<file path="src/rtl/core/brb_pkg.sv">
// ----------------------------------------------------------------------------
// brb_pkg
// Shared types, constants and helpers for the byte ring buffer with overwrite.
// ----------------------------------------------------------------------------
`default_nettype none

package brb_pkg;

  // Ring geometry: RING_SIZE must be a power of two between 4 and 128
  localparam int RING_SIZE   = 64;
  localparam int PTR_W       = $clog2(RING_SIZE);
  localparam int CNT_W       = 7;                 // count / length / fill width
  localparam int MAX_LEN     = RING_SIZE - 1;     // most bytes ever held
  localparam int MAX_RESULTS = 64;                // cap on bytes per extract
  localparam int BYTE_W      = 8;

  // Overwrite marker " ~ "
  localparam int MARKER_LEN  = 3;
  localparam int MARK_W      = $clog2(MARKER_LEN);

  // Stream word widths
  localparam int IN_DATA_W   = 16;
  localparam int IN_USER_W   = 3;
  localparam int OUT_DATA_W  = 24;

  // Operation codes
  localparam logic [1:0] MODE_INSERT  = 2'd0;
  localparam logic [1:0] MODE_EXTRACT = 2'd1;
  localparam logic [1:0] MODE_ADJUST  = 2'd2;

  // One input word, unpacked
  typedef struct packed {
    logic [1:0]        mode;
    logic [BYTE_W-1:0] data_byte;
    logic [CNT_W-1:0]  length;
    logic              first;
    logic              last;
    logic              overwrite;
  } brb_item_t;

  // One result word
  typedef struct packed {
    logic [BYTE_W-1:0] out_byte;
    logic [CNT_W-1:0]  count;
    logic [CNT_W-1:0]  fill_level;
    logic              final_res;
  } brb_res_t;

  // Ring memory access for one cycle
  typedef struct packed {
    logic              we;
    logic [PTR_W-1:0]  waddr;
    logic [BYTE_W-1:0] wdata;
    logic              re;
    logic [PTR_W-1:0]  raddr;
  } brb_ram_req_t;

  // Marker byte by position
  function automatic logic [BYTE_W-1:0] marker_byte(input logic [MARK_W-1:0] idx);
    logic [BYTE_W-1:0] b;
    b = 8'h20;                      // space
    if (idx == MARK_W'(1)) begin
      b = 8'h7E;                    // tilde
    end
    return b;
  endfunction

endpackage

`default_nettype wire

</file>
<file path="src/rtl/core/brb_ram.sv">
// ----------------------------------------------------------------------------
// brb_ram
// Ring storage: one write port, one read port with registered read data.
// ----------------------------------------------------------------------------
`default_nettype none

module brb_ram
  import brb_pkg::*;
(
  input  wire logic              clk,
  input  wire brb_ram_req_t      req,
  output logic [BYTE_W-1:0]      rdata
);

  logic [BYTE_W-1:0] mem [RING_SIZE];

  // Write port
  always_ff @(posedge clk) begin
    if (req.we) begin
      mem[req.waddr] <= req.wdata;
    end
  end

  // Read port, data held until the next read
  always_ff @(posedge clk) begin
    if (req.re) begin
      rdata <= mem[req.raddr];
    end
  end

endmodule

`default_nettype wire

</file>
<file path="src/rtl/core/brb_ctrl.sv">
// ----------------------------------------------------------------------------
// brb_ctrl
// Pointer keeping and sequencing for insert, overwrite marker, extract and
// adjust; drives the ring memory and hands result words to the output stage.
// ----------------------------------------------------------------------------
`default_nettype none

module brb_ctrl
  import brb_pkg::*;
(
  input  wire logic              clk,
  input  wire logic              rst_n,
  // input words
  input  wire logic              in_valid,
  output logic                   in_ready,
  input  wire brb_item_t         item,
  // result words
  output logic                   res_valid,
  input  wire logic              res_ready,
  output brb_res_t               res,
  // ring memory
  output brb_ram_req_t           ram_req,
  input  wire logic [BYTE_W-1:0] ram_rdata
);

  typedef enum logic [3:0] {
    ST_IDLE = 4'b0001,
    ST_MARK = 4'b0010,
    ST_INS  = 4'b0100,
    ST_EXT  = 4'b1000
  } state_t;

  state_t              state_r, state_nxt;
  logic [PTR_W-1:0]    wp_r, wp_nxt;
  logic [PTR_W-1:0]    rp_r, rp_nxt;
  logic [CNT_W-1:0]    quota_r, quota_nxt;
  logic [CNT_W-1:0]    taken_r, taken_nxt;
  logic [BYTE_W-1:0]   data_r, data_nxt;
  logic                last_r, last_nxt;
  logic [CNT_W-1:0]    lenc_r, lenc_nxt;
  logic [MARK_W-1:0]   mark_r, mark_nxt;
  logic [CNT_W-1:0]    xcnt_r, xcnt_nxt;
  logic [CNT_W-1:0]    rem_r, rem_nxt;

  logic [CNT_W-1:0]    fill;
  logic [CNT_W-1:0]    space;
  logic [CNT_W-1:0]    lenc;
  logic [CNT_W:0]      drop_req;
  logic [CNT_W-1:0]    drop_n;
  logic [CNT_W-1:0]    xfer_n;
  logic [CNT_W-1:0]    adj_n;

  // shared insert-data step
  logic                ins_go;
  logic [CNT_W-1:0]    ins_quota;
  logic [CNT_W-1:0]    ins_taken;
  logic [BYTE_W-1:0]   ins_byte;
  logic                ins_last;
  logic                ins_push;
  logic [CNT_W-1:0]    ins_taken_new;

  // Occupancy from the pointers
  assign fill  = CNT_W'(PTR_W'(wp_r - rp_r));
  assign space = CNT_W'(MAX_LEN) - fill;

  // Length capped to what the ring can ever hold
  assign lenc  = (item.length > CNT_W'(MAX_LEN)) ? CNT_W'(MAX_LEN) : item.length;

  // Overwrite drop: excess plus marker, at most the fill level
  assign drop_req = {1'b0, lenc} - {1'b0, space} + (CNT_W+1)'(MARKER_LEN);
  assign drop_n   = (drop_req > {1'b0, fill}) ? fill : drop_req[CNT_W-1:0];

  // Extract and adjust counts
  always_comb begin
    xfer_n = (item.length > fill) ? fill : item.length;
    if (xfer_n > CNT_W'(MAX_RESULTS)) begin
      xfer_n = CNT_W'(MAX_RESULTS);
    end
  end
  assign adj_n = (item.length > fill) ? fill : item.length;

  // Sequencer
  always_comb begin
    state_nxt = state_r;
    wp_nxt    = wp_r;
    rp_nxt    = rp_r;
    quota_nxt = quota_r;
    taken_nxt = taken_r;
    data_nxt  = data_r;
    last_nxt  = last_r;
    lenc_nxt  = lenc_r;
    mark_nxt  = mark_r;
    xcnt_nxt  = xcnt_r;
    rem_nxt   = rem_r;

    in_ready  = 1'b0;
    res_valid = 1'b0;
    res       = '0;
    ram_req   = '0;

    ins_go    = 1'b0;
    ins_quota = quota_r;
    ins_taken = taken_r;
    ins_byte  = item.data_byte;
    ins_last  = item.last;
    ins_push  = 1'b0;
    ins_taken_new = taken_r;

    unique case (state_r)
      ST_IDLE: begin
        in_ready = res_ready;
        if (in_valid && res_ready) begin
          unique case (item.mode)
            MODE_INSERT: begin
              if (item.first && item.overwrite && (lenc > space)) begin
                // drop newest bytes, then lay down the marker
                wp_nxt    = wp_r - PTR_W'(drop_n);
                data_nxt  = item.data_byte;
                last_nxt  = item.last;
                lenc_nxt  = lenc;
                mark_nxt  = '0;
                state_nxt = ST_MARK;
              end else begin
                ins_go = 1'b1;
                if (item.first) begin
                  ins_quota = (lenc > space) ? space : lenc;
                  ins_taken = '0;
                end
              end
            end
            MODE_EXTRACT: begin
              if (xfer_n == '0) begin
                res_valid      = 1'b1;
                res.fill_level = fill;
                res.final_res  = 1'b1;
              end else begin
                ram_req.re    = 1'b1;
                ram_req.raddr = rp_r;
                xcnt_nxt      = xfer_n;
                rem_nxt       = xfer_n;
                state_nxt     = ST_EXT;
              end
            end
            MODE_ADJUST: begin
              wp_nxt         = wp_r - PTR_W'(adj_n);
              res_valid      = 1'b1;
              res.count      = adj_n;
              res.fill_level = fill - adj_n;
              res.final_res  = 1'b1;
            end
            default: begin
              // reserved code: report state only
              res_valid      = 1'b1;
              res.fill_level = fill;
              res.final_res  = 1'b1;
            end
          endcase
        end
      end

      ST_MARK: begin
        // marker always fits: the drop freed at least its length
        ram_req.we    = 1'b1;
        ram_req.waddr = wp_r;
        ram_req.wdata = marker_byte(mark_r);
        wp_nxt        = wp_r + PTR_W'(1);
        mark_nxt      = mark_r + MARK_W'(1);
        if (mark_r == MARK_W'(MARKER_LEN - 1)) begin
          state_nxt = ST_INS;
        end
      end

      ST_INS: begin
        if (res_ready) begin
          ins_go    = 1'b1;
          ins_quota = (lenc_r > space) ? space : lenc_r;
          ins_taken = '0;
          ins_byte  = data_r;
          ins_last  = last_r;
          state_nxt = ST_IDLE;
        end
      end

      ST_EXT: begin
        res_valid      = 1'b1;
        res.out_byte   = ram_rdata;
        res.count      = xcnt_r;
        res.fill_level = fill - CNT_W'(1);
        res.final_res  = (rem_r == CNT_W'(1));
        if (res_ready) begin
          rp_nxt  = rp_r + PTR_W'(1);
          rem_nxt = rem_r - CNT_W'(1);
          if (rem_r != CNT_W'(1)) begin
            ram_req.re    = 1'b1;
            ram_req.raddr = rp_r + PTR_W'(1);
          end else begin
            state_nxt = ST_IDLE;
          end
        end
      end

      default: begin
        state_nxt = ST_IDLE;
      end
    endcase

    // Store one data byte of an insert while within its quota and there is space, and report it
    if (ins_go) begin
      ins_push      = (ins_taken < ins_quota) && (space != '0);
      ins_taken_new = ins_taken + CNT_W'(ins_push);
      if (ins_push) begin
        ram_req.we    = 1'b1;
        ram_req.waddr = wp_r;
        ram_req.wdata = ins_byte;
        wp_nxt        = wp_r + PTR_W'(1);
      end
      res_valid      = 1'b1;
      res.count      = ins_taken_new;
      res.fill_level = fill + CNT_W'(ins_push);
      res.final_res  = 1'b1;
      if (ins_last) begin
        quota_nxt = '0;
        taken_nxt = '0;
      end else begin
        quota_nxt = ins_quota;
        taken_nxt = ins_taken_new;
      end
    end
  end

  // Control state
  always_ff @(posedge clk) begin
    if (!rst_n) begin
      state_r <= ST_IDLE;
      wp_r    <= '0;
      rp_r    <= '0;
      quota_r <= '0;
      taken_r <= '0;
      mark_r  <= '0;
      rem_r   <= '0;
    end else begin
      state_r <= state_nxt;
      wp_r    <= wp_nxt;
      rp_r    <= rp_nxt;
      quota_r <= quota_nxt;
      taken_r <= taken_nxt;
      mark_r  <= mark_nxt;
      rem_r   <= rem_nxt;
    end
  end

  // Held item fields
  always_ff @(posedge clk) begin
    data_r <= data_nxt;
    last_r <= last_nxt;
    lenc_r <= lenc_nxt;
    xcnt_r <= xcnt_nxt;
  end

endmodule

`default_nettype wire

</file>
<file path="src/rtl/core/byte_ring_buffer_with_overwrite.sv">
// ----------------------------------------------------------------------------
// byte_ring_buffer_with_overwrite
// Byte ring FIFO with optional overwrite of the newest data, stream ports.
// ----------------------------------------------------------------------------
// A 64-byte ring holding at most 63 bytes. An insert byte (mode 0) returns one
// word; a first byte with overwrite set on a ring too full for its length goes
// through the drop, three marker writes and the data write, in that order, all
// through the single write port of the ring memory.
// An extract (mode 1) returns its bytes one word per cycle while the output
// register takes them, after a registered read; an adjust (mode 2) returns
// one word. A new word is taken only when the output register is empty or is
// drained in the same cycle, so a waiting result stalls the input. Every
// result word carries the fill level after it.
`default_nettype none

module byte_ring_buffer_with_overwrite
  import brb_pkg::*;
(
  input  wire logic                  clk,
  input  wire logic                  rst_n,
  // input stream
  input  wire logic                  in_tvalid,
  output logic                       in_tready,
  input  wire logic [IN_DATA_W-1:0]  in_tdata,   // data_byte, length, overwrite
  input  wire logic [IN_USER_W-1:0]  in_tuser,   // mode, first
  input  wire logic                  in_tlast,
  // result stream
  output logic                       out_tvalid,
  input  wire logic                  out_tready,
  output logic [OUT_DATA_W-1:0]      out_tdata,  // out_byte, count, fill_level, pad
  output logic                       out_tlast   // final_res
);

  brb_item_t         item;
  brb_res_t          res;
  logic              res_valid;
  logic              res_ready;
  brb_ram_req_t      ram_req;
  logic [BYTE_W-1:0] ram_rdata;

  logic              out_valid_r;
  brb_res_t          out_res_r;

  // Unpack the input word
  always_comb begin
    item.mode      = in_tuser[1:0];
    item.first     = in_tuser[2];
    item.data_byte = in_tdata[BYTE_W-1:0];
    item.length    = in_tdata[BYTE_W +: CNT_W];
    item.overwrite = in_tdata[BYTE_W + CNT_W];
    item.last      = in_tlast;
  end

  brb_ctrl u_ctrl (
    .clk       (clk),
    .rst_n     (rst_n),
    .in_valid  (in_tvalid),
    .in_ready  (in_tready),
    .item      (item),
    .res_valid (res_valid),
    .res_ready (res_ready),
    .res       (res),
    .ram_req   (ram_req),
    .ram_rdata (ram_rdata)
  );

  brb_ram u_ram (
    .clk   (clk),
    .req   (ram_req),
    .rdata (ram_rdata)
  );

  // Output register
  assign res_ready = !out_valid_r || out_tready;

  always_ff @(posedge clk) begin
    if (!rst_n) begin
      out_valid_r <= 1'b0;
    end else if (res_ready) begin
      out_valid_r <= res_valid;
    end
  end

  always_ff @(posedge clk) begin
    if (res_ready && res_valid) begin
      out_res_r <= res;
    end
  end

  assign out_tvalid = out_valid_r;
  assign out_tlast  = out_res_r.final_res;
  assign out_tdata  = {(OUT_DATA_W - BYTE_W - 2*CNT_W)'(0),
                       out_res_r.fill_level, out_res_r.count, out_res_r.out_byte};

endmodule

`default_nettype wire

</file>
<file path="config.mk">
export PLATFORM = sky130hd
export DESIGN_NAME = byte_ring_buffer_with_overwrite
export DESIGN_NICKNAME = d
export VERILOG_FILES = /design/src/rtl/core/brb_pkg.sv /design/src/rtl/core/brb_ram.sv /design/src/rtl/core/brb_ctrl.sv /design/src/rtl/core/byte_ring_buffer_with_overwrite.sv
export SDC_FILE = /design/constraint.sdc
export NUM_CORES = 1
export LEC_CHECK = 0
export ABC_AREA = 1
export BUFFER_PORTS_ARGS = -buffer_cell sky130_fd_sc_hd__buf_2
export CAP_MARGIN = 20
export CORE_MARGIN = 2
export CORE_UTILIZATION = 50
export DETAILED_ROUTE_END_ITERATION = 8
export GPL_TIMING_DRIVEN = 1
export PLACE_DENSITY = 0.71
export RECOVER_POWER = 25
export REMOVE_ABC_BUFFERS = 1
export SETUP_SLACK_MARGIN = 0.5
export SYNTH_ARGS = -nofsm -noshare
export SYNTH_HDL_FRONTEND = slang
export SYNTH_HIERARCHICAL = 1
export SYNTH_SLANG_ARGS = --single-unit
</file>
<file path="constraint.sdc">
create_clock -name clk -period 18.8 [get_ports clk]
set_input_delay 3.76 -clock clk [delete_from_list [all_inputs] [get_ports clk]]
set_output_delay 3.76 -clock clk [all_outputs]
set_load 0.05 [all_outputs]
</file>
==> run metrics <==
final instance area=0.0311 mm^2; Post-Synthesis Cells=2796; share of cells above drive strength 1=0.0544; switching share of power=0.376; GRT Resource Usage Total=0.250; DR iter-0 viols=2764; Clock Tree Root=clkbuf_16; Leak Pwr=0.0117 uW; estimated wirelength of the detail-placed design=46.4 mm; max_cap viols=4; pin count of the biggest net entering global routing=119; Post-synth ARST share=0; Post-DP Area=0.0292 mm^2; PortBufs=48; CTS tree=done; r2r startpoint=u_ctrl/wp_r[0]; CTS clk-pin slew, worst paths=0.06 ns; most frequent cells in the layout=862 x nand2_1, 566 x edfxtp_1, 499 x nand3_1; Hold Startpoint=u_ctrl/quota_r[6]; area of the multi-input gates=0.00930 mm^2; clock buffer depth=3; Wirelength per Cell=20.4 um; post-synth cell types=57; reg2reg end=u_ram/mem[15][1]; final WL=74.1 mm; unrepaired setup endpoints after global routing=false; reg2reg path depth=27; leading cell type in the layout, fill and taps excluded=nand2_1; worst hold margin=0.457 ns; core area=0.0564 mm^2; Int Power=2710 uW; Critical Path RT=18.67 ns; Initial Util=0.505; failing checks=max-capacitance violations, max-slew violations; critical path's largest stage delay=2.66 ns; power share of the combinational group=0.360; routed vias/inst=5.74; Synth Register Bits=606; final count of hold timing violations=0; CP max FO=64; first-pass GRT wire length=114 mm; H-tree Lvls=2; Setup Viol. Count Final=0; setup TNS=0 ns; Final ANT Viol Nets=0; die area=0.0589 mm^2; Hold Buf Count CTS=0; hold path depth=2; sequential share of power=0.368; crit start category=primary input; VDD IR max=0.0000936 V; post-synthesis sequential area ratio=0.625; Net Sw Power=1630 uW; Main synth FF type=edfxtp_1; Final Critical Period=11.17 ns; Worst-Skew Late Latency=0.66 ns; Die Ht=243 um; crit-path most repeated cell=nand2_1; Hold Path Sink=u_ctrl/quota_r[6]; global route overflow=0; clock network power share=0.272; Mean Syn Cell Area=10.2 um^2; crit path capture type=flop; Slowest-stage cell, CP=clkbuf_1; Post-CTS Setup Bufs=0; ANT cells=0; DRC violations left=0; Slew HR=-1.50; num rows=87; total of warnings raised by yosys=6; via count=20800; FMAX=89.5 MHz; CP Class=in -> reg; Final Slew Violations=260; fin crit share=0.594; vias in the first global route=20200; Seq. cell area=0.0178 mm^2; initial antenna violation count=0; TritonCTS buffer count=60; Top Ports=51; crit path DAT=11.04 ns; Final GP Congestion=0.982; post-CTS sizing=0; Area Overhead vs Synth=9.01%; Least-Margin Pin Slew=3.75 ns; r2r setup slk=8.87 ns; crit-path cells=clkbuf_1, nor2_1, inv_1, ha_1, nand2_1, o21ai_0, nand2_1, nand2_1, nand3b_1, nand2_1, a21oi_1, inv_1, nand2_1, inv_1, ha_1, a21oi_1, o21ai_0, a31oi_1, nand3_1, o21ai_4, clkbuf_1; EDFF count, synth=566; Die X-Extent=243 um; PD cells=140 mW/mm^2; outcome=complete, but fails checks; Clock Sinks=606; Synth Cell Area=0.0285 mm^2; Fin Clk Skew=0.0519 ns; fillers=4915; Hold/Removal Path Class=reg -> reg; drt pass-1 iters=8; Nets=2917
==> how the worst max path moves through the flow <==
stage                  from               end  slack, ns
2_1_floorplan  in_tdata[12]    u_ram/rdata[4]      -1.60
3_3_place_gp   in_tdata[14]  u_ram/mem[62][0]       9.17
6_report       in_tdata[14]  u_ram/mem[15][1]       7.63
5_1_grt        in_tdata[14]  u_ram/mem[63][4]       7.17
4_1_cts        in_tdata[14]  u_ram/mem[62][2]       9.60
3_5_place_dp   in_tdata[14]  u_ram/mem[10][7]       8.95
==> kinds of logic (layout without fill, tap and decap cells) <==
| family | after synthesis | after routing | share of synthesized area |
|---|---|---|---|
| flip-flops | 606 | 606 | 0.625 |
| AND/OR/NAND/NOR | 1585 | 1585 | 0.237 |
| other | 3 | 6 | 0.000395 |
| XOR/XNOR | 25 | 25 | 0.00834 |
| AO/OA/AOI/OAI | 197 | 197 | 0.0394 |
| adder cells (fa/ha/maj) | 79 | 79 | 0.0365 |
| multiplexers | 6 | 6 | 0.00211 |
| buffers and inverters | 295 | 362 | 0.0514 |
==> layer usage <==
layer | share of wire | track usage
met4 | 0.043 | 0.109
met1 | 0.39 | 0.328
met5 | 0 | 0
met3 | 0.090 | 0.0398
met2 | 0.47 | 0.411
==> registers in the layout (all words and copies together) (netlist names) <==
signal / cells
out_tdata: 22
out_tlast: 1
out_tvalid: 1
u_ctrl/data_r: 8
u_ctrl/last_r: 1
u_ctrl/lenc_r: 7
u_ctrl/mark_r: 2
u_ctrl/quota_r: 7
u_ctrl/rem_r: 7
u_ctrl/rp_r: 6
u_ctrl/state_r: 4
u_ctrl/taken_r: 7
u_ctrl/wp_r: 6
u_ctrl/xcnt_r: 7
u_ram/mem: 512
u_ram/rdata: 8
==> worst max-delay path, delay by kind of cell <==
family / cells / cell delay [ns]
fa+ha+maj: 2 / 0.67
compound gates: 6 / 1.33
simple gates: 8 / 2.02
buf+inv: 5 / 3.21
==> cells in the mapped netlist, types with 3 or more instances <==
library cell / instances / area, um^2
a211oi_1: 4 / 30.0
a21oi_1: 71 / 355
buf_1: 11 / 41.3
buf_2: 50 / 250
buf_4: 24 / 180
buf_6: 24 / 270
clkbuf_1: 16 / 60.1
conb_1: 3 / 11.3
dfxtp_1: 40 / 801
edfxtp_1: 566 / 17000
fa_1: 7 / 140
ha_1: 72 / 901
inv_1: 155 / 582
inv_2: 10 / 37.5
mux2i_1: 6 / 60.1
nand2_1: 856 / 3210
nand2_2: 9 / 56.3
nand3_1: 498 / 2490
nand3b_1: 4 / 30.0
nand4_1: 9 / 56.3
nor2_1: 165 / 619
nor3_1: 20 / 100
nor4_1: 3 / 18.8
o211ai_1: 16 / 120
o21ai_0: 62 / 310
o21ai_1: 11 / 55.1
o21ai_2: 3 / 26.3
o22ai_1: 10 / 62.6
or2_2: 8 / 50.1
xnor2_1: 8 / 70.1
xor2_1: 16 / 140
==> area by class of cell <==
| class | instances | area share |
|---|---|---|
| inverter | 168 | 0.0205 |
| clock inverter | 41 | 0.0131 |
| sequential | 606 | 0.573 |
| tap | 756 | 0.0305 |
| timing repair buffer | 80 | 0.0138 |
| multi-input combinational | 1898 | 0.299 |
| clock buffer | 73 | 0.0499 |
==> power by group through the flow <==
stage	Sequential [uW]	Combinational (uW)	Clock, uW
4_1_cts	1600	1570	1200
2_1_floorplan	1680	1100	0
3_3_place_gp	1620	1520	0
6_report	1600	1560	1180
3_5_place_dp	1630	1560	0
5_1_grt	1610	1740	1250
==> through the flow <==
stage	total power [uW]	cells	utilization	worst slack, ns
floorplan	2780	2672	-	-1.60
global placement	3150	3504	0.518	9.17
detailed placement	3180	3504	0.518	8.95
CTS	4370	3618	0.553	9.60
global route	4600	3622	0.551	7.17
finish	4350	3622	0.551	7.63
No activity file was read; power rests on OpenSTA's default activity.
